`src/rtl/core/rfcd_pkg.sv`:
```
`timescale 1ns / 1ps

package rfcd_pkg;

  typedef logic [7:0]  byte_t;
  typedef logic [4:0]  pos_t;
  typedef logic [4:0]  cmd_t;
  typedef logic [2:0]  sel_t;
  typedef logic [15:0] len_t;

  // Byte positions inside the frame
  localparam pos_t PosType   = 5'd3;
  localparam pos_t PosClass  = 5'd15;
  localparam pos_t PosLetter = 5'd16;
  localparam pos_t PosArgHi  = 5'd17;
  localparam pos_t PosArgLo  = 5'd18;
  localparam pos_t PosSat    = 5'd19;

  localparam byte_t TypeRxPacket = 8'h90;

  // ASCII letters
  localparam byte_t ChA = 8'h41;
  localparam byte_t ChB = 8'h42;
  localparam byte_t ChC = 8'h43;
  localparam byte_t ChD = 8'h44;
  localparam byte_t ChF = 8'h46;
  localparam byte_t ChI = 8'h49;
  localparam byte_t ChL = 8'h4C;
  localparam byte_t ChM = 8'h4D;
  localparam byte_t ChP = 8'h50;
  localparam byte_t ChQ = 8'h51;
  localparam byte_t ChR = 8'h52;
  localparam byte_t ChS = 8'h53;
  localparam byte_t ChT = 8'h54;
  localparam byte_t ChU = 8'h55;
  localparam byte_t ChV = 8'h56;
  localparam byte_t ChW = 8'h57;
  localparam byte_t ChZ = 8'h5A;

  // Command codes
  localparam cmd_t CmdNone         = 5'd0;
  localparam cmd_t CmdChgSink      = 5'd1;
  localparam cmd_t CmdDbgBcast     = 5'd2;
  localparam cmd_t CmdChgChannel   = 5'd3;
  localparam cmd_t CmdChgPower     = 5'd4;
  localparam cmd_t CmdChgPeriod    = 5'd5;
  localparam cmd_t CmdDbgUcast     = 5'd6;
  localparam cmd_t CmdChgId        = 5'd7;
  localparam cmd_t CmdChgLocation  = 5'd8;
  localparam cmd_t CmdCommit       = 5'd9;
  localparam cmd_t CmdChgFlag      = 5'd10;
  localparam cmd_t CmdChgRetries   = 5'd11;
  localparam cmd_t CmdQrySink      = 5'd12;
  localparam cmd_t CmdQryPower     = 5'd13;
  localparam cmd_t CmdQryStatus    = 5'd14;
  localparam cmd_t CmdQryPeriod    = 5'd15;
  localparam cmd_t CmdQryFlag      = 5'd16;
  localparam cmd_t CmdQryVersion   = 5'd17;
  localparam cmd_t CmdQryRetries   = 5'd18;
  localparam cmd_t CmdStart        = 5'd19;
  localparam cmd_t CmdTimedSleep   = 5'd20;
  localparam cmd_t CmdMax          = 5'd20;

  // Radio parameter selectors
  localparam sel_t SelNone    = 3'd0;
  localparam sel_t SelChannel = 3'd1;
  localparam sel_t SelPower   = 3'd2;
  localparam sel_t SelWrite   = 3'd3;
  localparam sel_t SelRetries = 3'd4;

  // Frame lengths checked by the decoder
  localparam len_t Len13 = 16'd13;
  localparam len_t Len14 = 16'd14;
  localparam len_t Len15 = 16'd15;
  localparam len_t Len16 = 16'd16;
  localparam len_t Len22 = 16'd22;

endpackage

```
`src/rtl/core/rx_frame_command_decoder.sv`:
```
`timescale 1ns / 1ps

// Channel  Direction  Handshake          Payload
// in_      input      in_valid/in_stall  frame_byte, byte_last, frame_length
// out_     output     out_valid/out_stall command_code, argument_value, argument_set,
//                                         radio_param_sel, radio_param_set
//
// One byte is taken per cycle while in_stall is low. A byte marked last enters a capture
// stage holding the frame fields, and its result then moves into the output register, so
// the path has two register stages. Bytes that are not last give no
// result. Reset (synchronous, rst_n low) clears the byte counter, the frame fields and
// both valid flags. A stall on out_ backs up into in_stall only when the capture stage
// holds a last byte that cannot move on.

module rx_frame_command_decoder
  import rfcd_pkg::*;
(
  input  logic        clk,
  input  logic        rst_n,
  input  logic        in_valid,
  output logic        in_stall,
  input  logic [7:0]  in_frame_byte,
  input  logic        in_byte_last,
  input  logic [15:0] in_frame_length,
  output logic        out_valid,
  input  logic        out_stall,
  output logic [4:0]  out_command_code,
  output logic [15:0] out_argument_value,
  output logic        out_argument_set,
  output logic [2:0]  out_radio_param_sel,
  output logic        out_radio_param_set
);

  // Frame state
  pos_t  pos_r;
  byte_t type_r, class_r, letter_r, arg_hi_r, arg_lo_r;

  // Capture stage
  logic  s1_valid_r;
  byte_t s1_type_r, s1_class_r, s1_letter_r, s1_hi_r, s1_lo_r;
  len_t  s1_len_r;

  // Output register
  logic        out_valid_r;
  cmd_t        out_cmd_r;
  logic [15:0] out_arg_r;
  logic        out_aset_r;
  sel_t        out_sel_r;
  logic        out_sset_r;

  logic  out_ready, s1_ready, in_acc;
  byte_t type_nxt, class_nxt, letter_nxt, arg_hi_nxt, arg_lo_nxt;

  assign out_ready = !out_valid_r || !out_stall;
  assign s1_ready  = !s1_valid_r || out_ready;
  assign in_stall  = !s1_ready;
  assign in_acc    = in_valid && s1_ready;

  // Fields including the byte arriving now
  always_comb begin
    type_nxt   = (pos_r == PosType)   ? in_frame_byte : type_r;
    class_nxt  = (pos_r == PosClass)  ? in_frame_byte : class_r;
    letter_nxt = (pos_r == PosLetter) ? in_frame_byte : letter_r;
    arg_hi_nxt = (pos_r == PosArgHi)  ? in_frame_byte : arg_hi_r;
    arg_lo_nxt = (pos_r == PosArgLo)  ? in_frame_byte : arg_lo_r;
  end

  always_ff @(posedge clk) begin
    if (!rst_n) begin
      pos_r    <= '0;
      type_r   <= '0;
      class_r  <= '0;
      letter_r <= '0;
      arg_hi_r <= '0;
      arg_lo_r <= '0;
    end else if (in_acc) begin
      if (in_byte_last) begin
        // clear for the next frame
        pos_r    <= '0;
        type_r   <= '0;
        class_r  <= '0;
        letter_r <= '0;
        arg_hi_r <= '0;
        arg_lo_r <= '0;
      end else begin
        if (pos_r < PosSat) pos_r <= pos_r + 5'd1;
        type_r   <= type_nxt;
        class_r  <= class_nxt;
        letter_r <= letter_nxt;
        arg_hi_r <= arg_hi_nxt;
        arg_lo_r <= arg_lo_nxt;
      end
    end
  end

  always_ff @(posedge clk) begin
    if (!rst_n) begin
      s1_valid_r <= 1'b0;
    end else if (s1_ready) begin
      s1_valid_r <= in_acc && in_byte_last;
    end
  end

  always_ff @(posedge clk) begin
    if (in_acc && in_byte_last) begin
      s1_type_r   <= type_nxt;
      s1_class_r  <= class_nxt;
      s1_letter_r <= letter_nxt;
      s1_hi_r     <= arg_hi_nxt;
      s1_lo_r     <= arg_lo_nxt;
      s1_len_r    <= in_frame_length;
    end
  end

  // Command decode
  cmd_t        cmd;
  logic [15:0] arg;
  logic        aset;
  sel_t        sel;
  logic        sset;

  always_comb begin
    cmd  = CmdNone;
    arg  = '0;
    aset = 1'b0;
    sel  = SelNone;
    sset = 1'b0;
    unique case (s1_class_r)
      ChD: begin
        unique case (s1_letter_r)
          ChA: if (s1_len_r == Len22) cmd = CmdChgSink;
          ChB: if (s1_len_r == Len15) begin
            cmd = CmdDbgBcast; arg = {8'h00, s1_hi_r}; aset = 1'b1;
          end
          ChC: if (s1_len_r == Len15) begin
            cmd = CmdChgChannel; arg = {8'h00, s1_hi_r}; aset = 1'b1;
            sel = SelChannel; sset = 1'b1;
          end
          ChP: begin
            if (s1_len_r == Len15) begin
              cmd = CmdChgPower; arg = {8'h00, s1_hi_r}; aset = 1'b1;
              sel = SelPower; sset = 1'b1;
            end else if (s1_len_r == Len16 && s1_hi_r == ChL) begin
              cmd = CmdChgPower; arg = {8'h00, s1_lo_r}; aset = 1'b1;
              sel = SelPower; sset = 1'b1;
            end
          end
          ChT: begin
            if (s1_len_r == Len15) begin
              cmd = CmdChgPeriod; arg = {8'h00, s1_hi_r}; aset = 1'b1;
            end else if (s1_len_r == Len16) begin
              cmd = CmdChgPeriod; arg = {s1_hi_r, s1_lo_r}; aset = 1'b1;
            end
          end
          ChU: if (s1_len_r == Len15) begin
            cmd = CmdDbgUcast; arg = {8'h00, s1_hi_r}; aset = 1'b1;
          end
          ChI: cmd = CmdChgId;
          ChL: cmd = CmdChgLocation;
          ChW: if (s1_len_r == Len14) begin
            cmd = CmdCommit; sel = SelWrite; sset = 1'b1;
          end
          ChF: begin
            cmd = CmdChgFlag; arg = {8'h00, s1_hi_r}; aset = 1'b1;
          end
          ChM: if (s1_len_r == Len16 && s1_hi_r == ChR) begin
            cmd = CmdChgRetries; arg = {8'h00, s1_lo_r}; aset = 1'b1;
            sel = SelRetries; sset = 1'b1;
          end
          default: ;
        endcase
      end
      ChQ: begin
        unique case (s1_letter_r)
          ChA: if (s1_len_r == Len14) cmd = CmdQrySink;
          ChP: if (s1_len_r == Len14 || (s1_len_r == Len15 && s1_hi_r == ChL)) begin
            cmd = CmdQryPower; sel = SelPower; sset = 1'b1;
          end
          ChS: if (s1_len_r == Len14) cmd = CmdQryStatus;
          ChT: if (s1_len_r == Len14) cmd = CmdQryPeriod;
          ChF: if (s1_len_r == Len14) cmd = CmdQryFlag;
          ChV: if (s1_len_r == Len14) cmd = CmdQryVersion;
          ChM: if (s1_len_r == Len15 && s1_hi_r == ChR) begin
            cmd = CmdQryRetries; sel = SelRetries; sset = 1'b1;
          end
          default: ;
        endcase
      end
      ChS: begin
        if (s1_len_r == Len13) begin
          cmd = CmdStart;
        end else if (s1_len_r == Len14) begin
          cmd = CmdStart; arg = {8'h00, s1_letter_r}; aset = 1'b1;
        end else if (s1_len_r == Len15) begin
          cmd = CmdStart; arg = {s1_letter_r, s1_hi_r}; aset = 1'b1;
        end
      end
      ChZ: if (s1_len_r == Len15) begin
        cmd = CmdTimedSleep; arg = {s1_letter_r, s1_hi_r}; aset = 1'b1;
      end
      default: ;
    endcase
    // only received data packets carry a command; argument and selector still report
    if (s1_type_r != TypeRxPacket) cmd = CmdNone;
  end

  always_ff @(posedge clk) begin
    if (!rst_n) begin
      out_valid_r <= 1'b0;
    end else if (out_ready) begin
      out_valid_r <= s1_valid_r;
    end
  end

  always_ff @(posedge clk) begin
    if (out_ready && s1_valid_r) begin
      out_cmd_r  <= cmd;
      out_arg_r  <= arg;
      out_aset_r <= aset;
      out_sel_r  <= sel;
      out_sset_r <= sset;
    end
  end

  assign out_valid           = out_valid_r;
  assign out_command_code    = out_cmd_r;
  assign out_argument_value  = out_arg_r;
  assign out_argument_set    = out_aset_r;
  assign out_radio_param_sel = out_sel_r;
  assign out_radio_param_set = out_sset_r;

`ifndef ASSERT_OFF
  a_pos_range: assert property (@(posedge clk) disable iff (!rst_n)
    pos_r <= PosSat)
    else $error("byte counter past saturation");

  a_pos_clear: assert property (@(posedge clk) disable iff (!rst_n)
    in_acc && in_byte_last |=> pos_r == '0)
    else $error("byte counter not cleared after last byte");

  a_arg_zero: assert property (@(posedge clk) disable iff (!rst_n)
    out_valid_r && !out_aset_r |-> out_arg_r == '0)
    else $error("argument nonzero without argument flag");

  a_sel_zero: assert property (@(posedge clk) disable iff (!rst_n)
    out_valid_r && !out_sset_r |-> out_sel_r == SelNone)
    else $error("selector nonzero without selector flag");

  a_cmd_range: assert property (@(posedge clk) disable iff (!rst_n)
    out_valid_r |-> out_cmd_r <= CmdMax)
    else $error("command code out of range");
`endif

endmodule
```
`config.mk`:
```
export PLATFORM = sky130hd
export DESIGN_NAME = rx_frame_command_decoder
export DESIGN_NICKNAME = d
export VERILOG_FILES = /design/src/rtl/core/rfcd_pkg.sv /design/src/rtl/core/rx_frame_command_decoder.sv
export SDC_FILE = /design/constraint.sdc
export NUM_CORES = 1
export LEC_CHECK = 0
export BUFFER_PORTS_ARGS = -buffer_cell sky130_fd_sc_hd__buf_2
export CAP_MARGIN = 20
export CORE_ASPECT_RATIO = 2
export CORE_MARGIN = 1
export CORE_UTILIZATION = 25
export CTS_CLUSTER_DIAMETER = 80
export DETAILED_ROUTE_END_ITERATION = 7
export GPL_TIMING_DRIVEN = 0
export PLACE_DENSITY = 0.46
export SETUP_SLACK_MARGIN = 0.1
export SLEW_MARGIN = 15
export SYNTH_ARGS = -nofsm -noshare
export SYNTH_HDL_FRONTEND = slang
export SYNTH_SLANG_ARGS = --single-unit
```
`constraint.sdc`:
```
create_clock -name clk -period 3.25 [get_ports clk]
set_clock_uncertainty 0.05 [all_clocks]
set_input_delay 0.4875 -clock clk [delete_from_list [all_inputs] [get_ports clk]]
set_output_delay 0.4875 -clock clk [all_outputs]
set_load 0.02 [all_outputs]
```
==> results of run 1 <==
[area by class of cell]
class,count,area (um^2)
Sequential cell,129,3400
Multi-Input combinational cell,364,2700
Clock inverter,15,143
Inverter,18,67.6
Fill cell,2616,16900
Clock buffer,17,425
Buffer,33,136
Tap cell,332,415
Timing Repair Buffer,57,323
[cell usage after synthesis, types with 3 or more instances]
master / instances
sky130_fd_sc_hd__nor3_1: 9
sky130_fd_sc_hd__a31oi_1: 3
sky130_fd_sc_hd__a221o_1: 8
sky130_fd_sc_hd__o211ai_1: 3
sky130_fd_sc_hd__and4b_1: 3
sky130_fd_sc_hd__a211oi_1: 3
sky130_fd_sc_hd__nand4_1: 6
sky130_fd_sc_hd__o21ai_0: 8
sky130_fd_sc_hd__edfxtp_1: 82
sky130_fd_sc_hd__and3_1: 8
sky130_fd_sc_hd__and3b_1: 3
sky130_fd_sc_hd__a2bb2oi_1: 3
sky130_fd_sc_hd__inv_1: 18
sky130_fd_sc_hd__clkbuf_1: 25
sky130_fd_sc_hd__nand3b_1: 12
sky130_fd_sc_hd__buf_2: 7
sky130_fd_sc_hd__a21oi_1: 16
sky130_fd_sc_hd__nor2_1: 25
sky130_fd_sc_hd__a21boi_0: 14
sky130_fd_sc_hd__a22oi_1: 33
sky130_fd_sc_hd__dfxtp_1: 47
sky130_fd_sc_hd__nand3_1: 6
sky130_fd_sc_hd__and2_1: 4
sky130_fd_sc_hd__nand2b_1: 4
sky130_fd_sc_hd__a211o_1: 3
sky130_fd_sc_hd__nor2b_1: 47
sky130_fd_sc_hd__nor4b_1: 4
sky130_fd_sc_hd__ha_1: 5
sky130_fd_sc_hd__a22o_1: 8
sky130_fd_sc_hd__nand2_1: 29
sky130_fd_sc_hd__nor4bb_1: 3
sky130_fd_sc_hd__mux2_2: 40
sky130_fd_sc_hd__o22ai_1: 7
sky130_fd_sc_hd__o21ai_1: 5
[flip-flops by register name, summed over array words and instances (netlist names), 3 cells and up]
signal / flops
out_argument_value: 16
s1_len_r: 16
arg_hi_r: 8
arg_lo_r: 8
class_r: 8
letter_r: 8
s1_class_r: 8
s1_hi_r: 8
s1_letter_r: 8
s1_lo_r: 8
s1_type_r: 8
type_r: 8
out_command_code: 5
pos_r: 5
out_radio_param_sel: 3
[layout by cell type (no fill, tap or decap), drive strengths merged, types with 7 or more instances in the layout]
master,n
a21oi,16
nand3b,12
a221o,8
a22o,8
mux2,40
a21boi,14
clkinv,10
nor2,26
nor3,12
o22ai,7
dfxtp,47
inv,20
clkbuf,42
and3,8
nand2,29
o21ai,14
nor2b,47
edfxtp,82
a22oi,33
buf,65
[through the flow]
step | std cells | setup slack, ns | total power, uW | TNS (ns) | utilization [%]
2_1_floorplan | 544 | 0.316 | 1920 | 0 | -
3_3_place_gp | 931 | -0.888 | 2000 | -33.12 | 28.5
3_5_place_dp | 933 | 0.0241 | 2010 | 0 | 28.7
4_1_cts | 965 | 0.345 | 3860 | 0 | 31.0
5_1_grt | 965 | 0.276 | 3950 | 0 | 31.0
6_report | 965 | 0.348 | 3800 | 0 | 31.0
[repair_timing]
action | 4_1_cts | 5_1_grt
endpoints found under the setup margin | 9 | 0
resized for setup | 1 | 0
hold buffers | 0 | 0
[power by group]
part	switching (uW)	internal (uW)	total [uW]
Clock	710	1120	1830
Sequential	21.1	1770	1790
Combinational	119	57.4	177
Total	851	2950	3800
[cells by family (layout without fill, tap and decap cells)]
kind of cell	after synthesis	count (layout)	synth area share, %
and+or+nand+nor	188	188	19.1
DFF	129	129	54.1
AOI/OAI and AO/OA	127	127	14.7
buffers and inverters	51	140	3.24
muxes	41	41	7.32
adders and majority gates	5	5	0.995
xor gates and xnor gates	3	3	0.418
[critical path, stage by stage, from the launching register on]
cell and delay [ns]:
sky130_fd_sc_hd__edfxtp_1 0.38, sky130_fd_sc_hd__buf_2 0.20, sky130_fd_sc_hd__nor4b_2 0.55, sky130_fd_sc_hd__nand4_1 0.34, sky130_fd_sc_hd__nor2_1 0.54, sky130_fd_sc_hd__o2111ai_2 0.35
sky130_fd_sc_hd__nor2_1 0.19, sky130_fd_sc_hd__a221o_1 0.15
[worst paths after layout]
check / startpoint / slack [ns] / cells after the start / to
max: s1_letter_r[4] / 0.35 / 7 / out_argument_value[7]
min: in_frame_length[0] / 0.20 / 1 / s1_len_r[0]
max reg2reg: s1_letter_r[4] / 0.35 / 7 / out_argument_value[7]
min reg2reg: class_r[1] / 0.41 / 2 / class_r[1]
[per-layer routing]
layer,vias to the layer above,wire (um)
met5,-,0
li1,2216,-
met1,2195,5840
met2,131,9700
met3,53,501
met4,0,1280
==> reports/results.md, run 1 <==
## Clock tree
- **Inserted Clock Buffers** 17
- **depth of the CTS H-tree** 4
- **latest clock arrival within the worst-skew pair** 0.42 ns
- **number of sinks handled by clock tree synthesis** 129
- **CTS clock-pin slew for the worst setup and hold paths** 0.06 ns
- **maximum clock path buffer count** 2
- **CTS Root Buffer Type** sky130_fd_sc_hd__clkbuf_16
- **Setup Fix Bufs, Post-CTS** 0
- **CTS tree** built

## Worst setup path
- **Crit Path Category** register to register
- **data required time of the worst path** 3.47 ns
- **CP arrival** 3.13 ns
- **endpoint type of the worst setup path** register
- **crit path launch type** register
- **highest fanout seen on the critical path** 10

## Synth
- **area of the mapped netlist** 6290 um^2
- **Syn Area/Cell** 11.6 um^2
- **number of standard cells after synthesis** 544
- **number of flops mapped to enable cells by yosys** 82
- **Yosys warning count** 0
- **number of register bits inferred by synthesis** 129
- **cell taking the most area after synthesis** sky130_fd_sc_hd__edfxtp_1
- **register area share after synthesis** 54.1%
- **most common flop cell mapped by yosys** sky130_fd_sc_hd__edfxtp_1
- **number of distinct standard cells referenced by the synthesized netlist** 67
- **share of flip-flops with an asynchronous set or reset after synthesis** 0%
- **top cells by area, synth** sky130_fd_sc_hd__edfxtp_1, sky130_fd_sc_hd__dfxtp_1, sky130_fd_sc_hd__mux2_2
- **nets in the synthesized netlist** 578
- **area share of the leading cell type in the synthesized netlist** 39.2%

## Timing
- **Min Hold Slack** 0.195 ns
- **worst-case headroom to the max-slew limit** 44.5%
- **post-route minimum period** 2.90 ns
- **number of hold-slack violations in the final timing report** 0
- **unrepaired setup endpoints after global routing** no
- **final number of max-transition violations** 0
- **number of failing setup endpoints in the final timing report** 0
- **final worst-path cycle share** 89.3%
- **highest clock frequency the design can meet** 345 MHz
- **Least-Margin Pin Slew** 0.829 ns

## Detailed routing
- **total DRC errors in the routed layout** 0
- **number of vias in the routed layout** 4595
- **DRC violation total after the first TritonRoute iteration** 152
- **Pre-antenna DRT Iters** 4
- **number of nets still failing antenna checks after routing** 0
- **Via-to-Cell Ratio** 4.76
- **detailed-route wire length** 17.3 mm
- **mean routed wirelength per cell** 17.9 um

## Global routing
- **Total GRT Usage** 14.3%
- **met3 global-route usage** 2.75%
- **Most Used Layer, Global Route** met2
- **initial antenna violation count** 0
- **GR Overflow Total** 0
- **GR Util met2** 27.0%
- **pin count of the biggest net entering global routing** 30
- **met1 Use GR** 12.7%
- **vias in the first global route** 4887
- **wire length of the first global-routing pass** 27.0 mm

## Floorplanning
- **Total Die Area** 25800 um^2
- **horizontal extent of the die** 114 um
- **die boundary height** 226 um
- **Initial Utilization** 25.6%
- **Rows** 81
- **number of top-level pins** 57
- **area of the core** 24500 um^2

## Worst hold path
- **worst hold path type** input port to register

## Status
- **run status** complete, no violations

## Placed design
- **HPWL Detailed** 13.7 mm
- **count of input and output buffers** 55
- **placed instance area** 7040 um^2
- **Final Wtd Congestion** 0.896

## Power
- **leakage power summed over all cells** 0.00262 uW
- **worst voltage drop across the vdd grid** 274 uV
- **power density normalized to cell area** 499 nW/um^2

## Final layout
- **post-route design area** 7610 um^2
- **antenna fix cells** 0
- **final-stage net count** 654
- **proportion of layout cells with a drive suffix above 1** 24.0%
- **area growth from synthesis to final layout** 21.1%

## Job
- **Max-Cap Viols** 0

(Power assumes the default switching activity.)
==> inputs of run 2 (changes only) <==
--- a/config.mk
+++ b/config.mk
@@ -5,6 +5,7 @@
 export SDC_FILE = /design/constraint.sdc
 export NUM_CORES = 1
 export LEC_CHECK = 0
+export ABC_AREA = 1
 export BUFFER_PORTS_ARGS = -buffer_cell sky130_fd_sc_hd__buf_2
 export CAP_MARGIN = 20
 export CORE_ASPECT_RATIO = 2
==> reports/results.md, run 2 <==
## Detailed routing
- **number of nets still failing antenna checks after routing** 0, unchanged
- **total DRC errors in the routed layout** 0, unchanged
- **DRC violation total after the first TritonRoute iteration** 262, +72%
- **Pre-antenna DRT Iters** 4, unchanged
- **detailed-route wire length** 17.1 mm, -1.0%
- **mean routed wirelength per cell** 14.8 um, -17%
- **Via-to-Cell Ratio** 4.38, -7.9%
- **number of vias in the routed layout** 5067, +10%

## Clock tree
- **# hold bufs at CTS** 0, unchanged
- **CTS Root Buffer Type** sky130_fd_sc_hd__clkbuf_16
- **Setup Fix Bufs, Post-CTS** 0, unchanged
- **Inserted Clock Buffers** 17, unchanged
- **CTS tree** built
- **depth of the CTS H-tree** 4, unchanged
- **latest clock arrival within the worst-skew pair** 0.42 ns, about the same
- **maximum clock path buffer count** 2, unchanged
- **number of sinks handled by clock tree synthesis** 129, unchanged
- **post-cts gate resize count** 0, -1
- **CTS clock-pin slew for the worst setup and hold paths** 0.06 ns, about the same

## Placed design
- **setup slack after placement** 0.958 ns, +0.934 ns
- **Final Wtd Congestion** 0.952, +6.2%
- **cell count after placement** 1124, +20%
- **HPWL Detailed** 13.7 mm, +0.14%
- **count of input and output buffers** 56, +1.8%

## Timing
- **final worst-path cycle share** 70.6%, -19 points
- **worst-case headroom to the max-slew limit** 62.5%, +18 points
- **unrepaired setup endpoints after global routing** no
- **number of failing setup endpoints in the final timing report** 0, unchanged
- **post-route minimum period** 2.30 ns, -0.606 ns
- **final worst slack** 0.954 ns, +0.606 ns
- **final number of max-transition violations** 0, unchanged
- **Min Hold Slack** 0.186 ns, -0.00875 ns
- **number of hold-slack violations in the final timing report** 0, unchanged
- **Final TNS setup** 0 ns, unchanged
- **Least-Margin Pin Slew** 0.562 ns, -0.267 ns
- **highest clock frequency the design can meet** 436 MHz, +26%

## Worst hold path
- **worst hold path type** input port to register

## Synth
- **share of flip-flops with an asynchronous set or reset after synthesis** 0%, unchanged
- **most common flop cell mapped by yosys** sky130_fd_sc_hd__edfxtp_1
- **Syn Area/Cell** 8.47 um^2, -27%
- **number of flops mapped to enable cells by yosys** 82, unchanged
- **Yosys warning count** 0, unchanged
- **nets in the synthesized netlist** 767, +33%
- **number of distinct standard cells referenced by the synthesized netlist** 40, -40%
- **cell taking the most area after synthesis** sky130_fd_sc_hd__edfxtp_1
- **number of standard cells after synthesis** 733, +35%
- **number of register bits inferred by synthesis** 129, unchanged
- **top cells by area, synth** sky130_fd_sc_hd__edfxtp_1, sky130_fd_sc_hd__dfxtp_1, sky130_fd_sc_hd__nand2_1
- **area share of the leading cell type in the synthesized netlist** 39.7%, +0.51 points
- **top cells by count, synth** sky130_fd_sc_hd__nand2_1, sky130_fd_sc_hd__edfxtp_1, sky130_fd_sc_hd__nor2_1
- **register area share after synthesis** 54.8%, +0.71 points
- **area of the mapped netlist** 6210 um^2, -1.3%
- **most common cell in the synthesized netlist** sky130_fd_sc_hd__nand2_1

## Floorplanning
- **horizontal extent of the die** 113 um, -0.64%
- **Rows** 81, unchanged
- **die boundary height** 225 um, -0.64%
- **area of the core** 24400 um^2, -0.41%
- **Initial Utilization** 25.4%, -0.23 points
- **Total Die Area** 25500 um^2, -1.3%
- **number of top-level pins** 57, unchanged

## Final layout
- **antenna fix cells** 0, unchanged
- **final-stage net count** 845, +29%
- **proportion of layout cells with a drive suffix above 1** 18.0%, -6.1 points
- **count of non-filler cells in the finished layout** 1156, +20%
- **final design utilization** 30.9%, -0.13 points
- **leading cell types in the layout, fill and taps excluded** sky130_fd_sc_hd__nand2_1, sky130_fd_sc_hd__edfxtp_1, sky130_fd_sc_hd__nor2_1
- **most common cell after layout, fill and taps aside** sky130_fd_sc_hd__nand2_1
- **area growth from synthesis to final layout** 21.6%

## Worst setup path
- **CP max-delay cell** sky130_fd_sc_hd__dfxtp_1
- **crit path launch type** register
- **highest fanout seen on the critical path** 10, unchanged
- **Buf+Inv Stages, Crit Path** 2, +1
- **delay of the slowest cell on the worst path** 0.42 ns, -0.13 ns
- **endpoint type of the worst setup path** register
- **CP arrival** 2.54 ns, -0.59 ns
- **data required time of the worst path** 3.50 ns, +0.03 ns
- **Top delay family on crit path** buffers and inverters
- **chain of cells forming the critical path** ha_1 > nand2_1 > nor2_1 > ha_1 > clkbuf_1 > clkbuf_1 > a21oi_1 > a22oi_1 > nor2_1
- **Crit Path Category** register to register

## Power
- **Power Internal** 2920 uW, -1.1%
- **leakage power summed over all cells** 0.00292 uW, +12%
- **power density normalized to cell area** 494 nW/um^2, -1.1%
- **Clock power frac** 47.5%, -0.7 points
- **worst voltage drop across the vdd grid** 342 uV, +25%
- **sw frac** 21.8%, -0.58 points
- **portion of total power attributed to combinational logic** 4.4%, -0.3 points
- **register share of total power** 48.1%, +0.9 points
- **reported net switching power** 813 uW, -4.4%

## Global routing
- **pin count of the biggest net entering global routing** 31, +3.3%
- **wire length of the first global-routing pass** 27.0 mm, -0.28%
- **vias in the first global route** 5099, +4.3%
- **GR Overflow Total** 0, unchanged
- **initial antenna violation count** 0, unchanged
- **Total GRT Usage** 14.4%, +0.066 points

## Job
- **Max-Cap Viols** 0, unchanged

## Status
- **run status** complete, no violations

[run 2: cell types whose count changed after synthesis, moves of 25 or more]
cell and change:
sky130_fd_sc_hd__a22oi_1 -25, sky130_fd_sc_hd__nand2_1 +200, sky130_fd_sc_hd__mux2_2 -40, sky130_fd_sc_hd__nand3_1 +32
sky130_fd_sc_hd__nor2b_1 -47, sky130_fd_sc_hd__nor2_1 +52, sky130_fd_sc_hd__inv_1 +33, sky130_fd_sc_hd__a21oi_1 +42
[run 2: worst paths after layout]
check	from	to	slack [ns]	cells past startpoint
min reg2reg	arg_lo_r[2]	arg_lo_r[2]	0.41	2
max	pos_r[0]	class_r[1]	0.95	9
max reg2reg	pos_r[0]	class_r[1]	0.95	9
min	in_frame_length[1]	s1_len_r[1]	0.19	1
[run 2: per-layer routing]
metal	GRT usage [%]	routed length, um	vias to the layer above	share of wire [%]
met5	0	0	-	0
met4	10.1	971	0	5.7
met3	2.43	351	40	2.0
met2	29.3	10100	99	59
met1	12.0	5690	2324	33
li1	-	-	2604	-
[run 2: worst reg2reg max path, cell delays in order, from the launching register on]
cell and delay (ns):
sky130_fd_sc_hd__dfxtp_1 0.42, sky130_fd_sc_hd__ha_1 0.25, sky130_fd_sc_hd__nand2_1 0.09, sky130_fd_sc_hd__nor2_1 0.10, sky130_fd_sc_hd__ha_1 0.15, sky130_fd_sc_hd__clkbuf_1 0.29
sky130_fd_sc_hd__clkbuf_1 0.40, sky130_fd_sc_hd__a21oi_1 0.17, sky130_fd_sc_hd__a22oi_1 0.18, sky130_fd_sc_hd__nor2_1 0.05
[run 2: metrics by stage]
step / power [uW] / area [um^2]
4_1_cts: 3780 / 7550
2_1_floorplan: 1910 / 6210
6_report: 3730 / 7550
5_1_grt: 3850 / 7550
3_3_place_gp: 1990 / 6900
3_5_place_dp: 2000 / 7000
[run 2: cell type report]
type	instances	area, um^2
timing repair buffer	59	355
sequential	129	3400
buffer	20	95.1
tap	332	415
fill	2585	16900
clock buffer	27	524
multi-input combinational	521	2490
clock inverter	5	27.5
inverter	63	236
[run 2: cell families after synthesis]
kind of cell / share of synthesized area, %
and+or+nand+nor: 28.0
AOI/OAI and AO/OA: 10.7
xor gates and xnor gates: 0.141
DFF: 54.8
buffers and inverters: 5.34
adders and majority gates: 1.01
[run 2: power groups by stage]
stage	registers, uW	logic [uW]	clock network (uW)
2_1_floorplan	1840	75.5	0
3_3_place_gp	1830	156	0
3_5_place_dp	1830	169	0
4_1_cts	1790	170	1820
5_1_grt	1800	181	1870
6_report	1790	165	1770
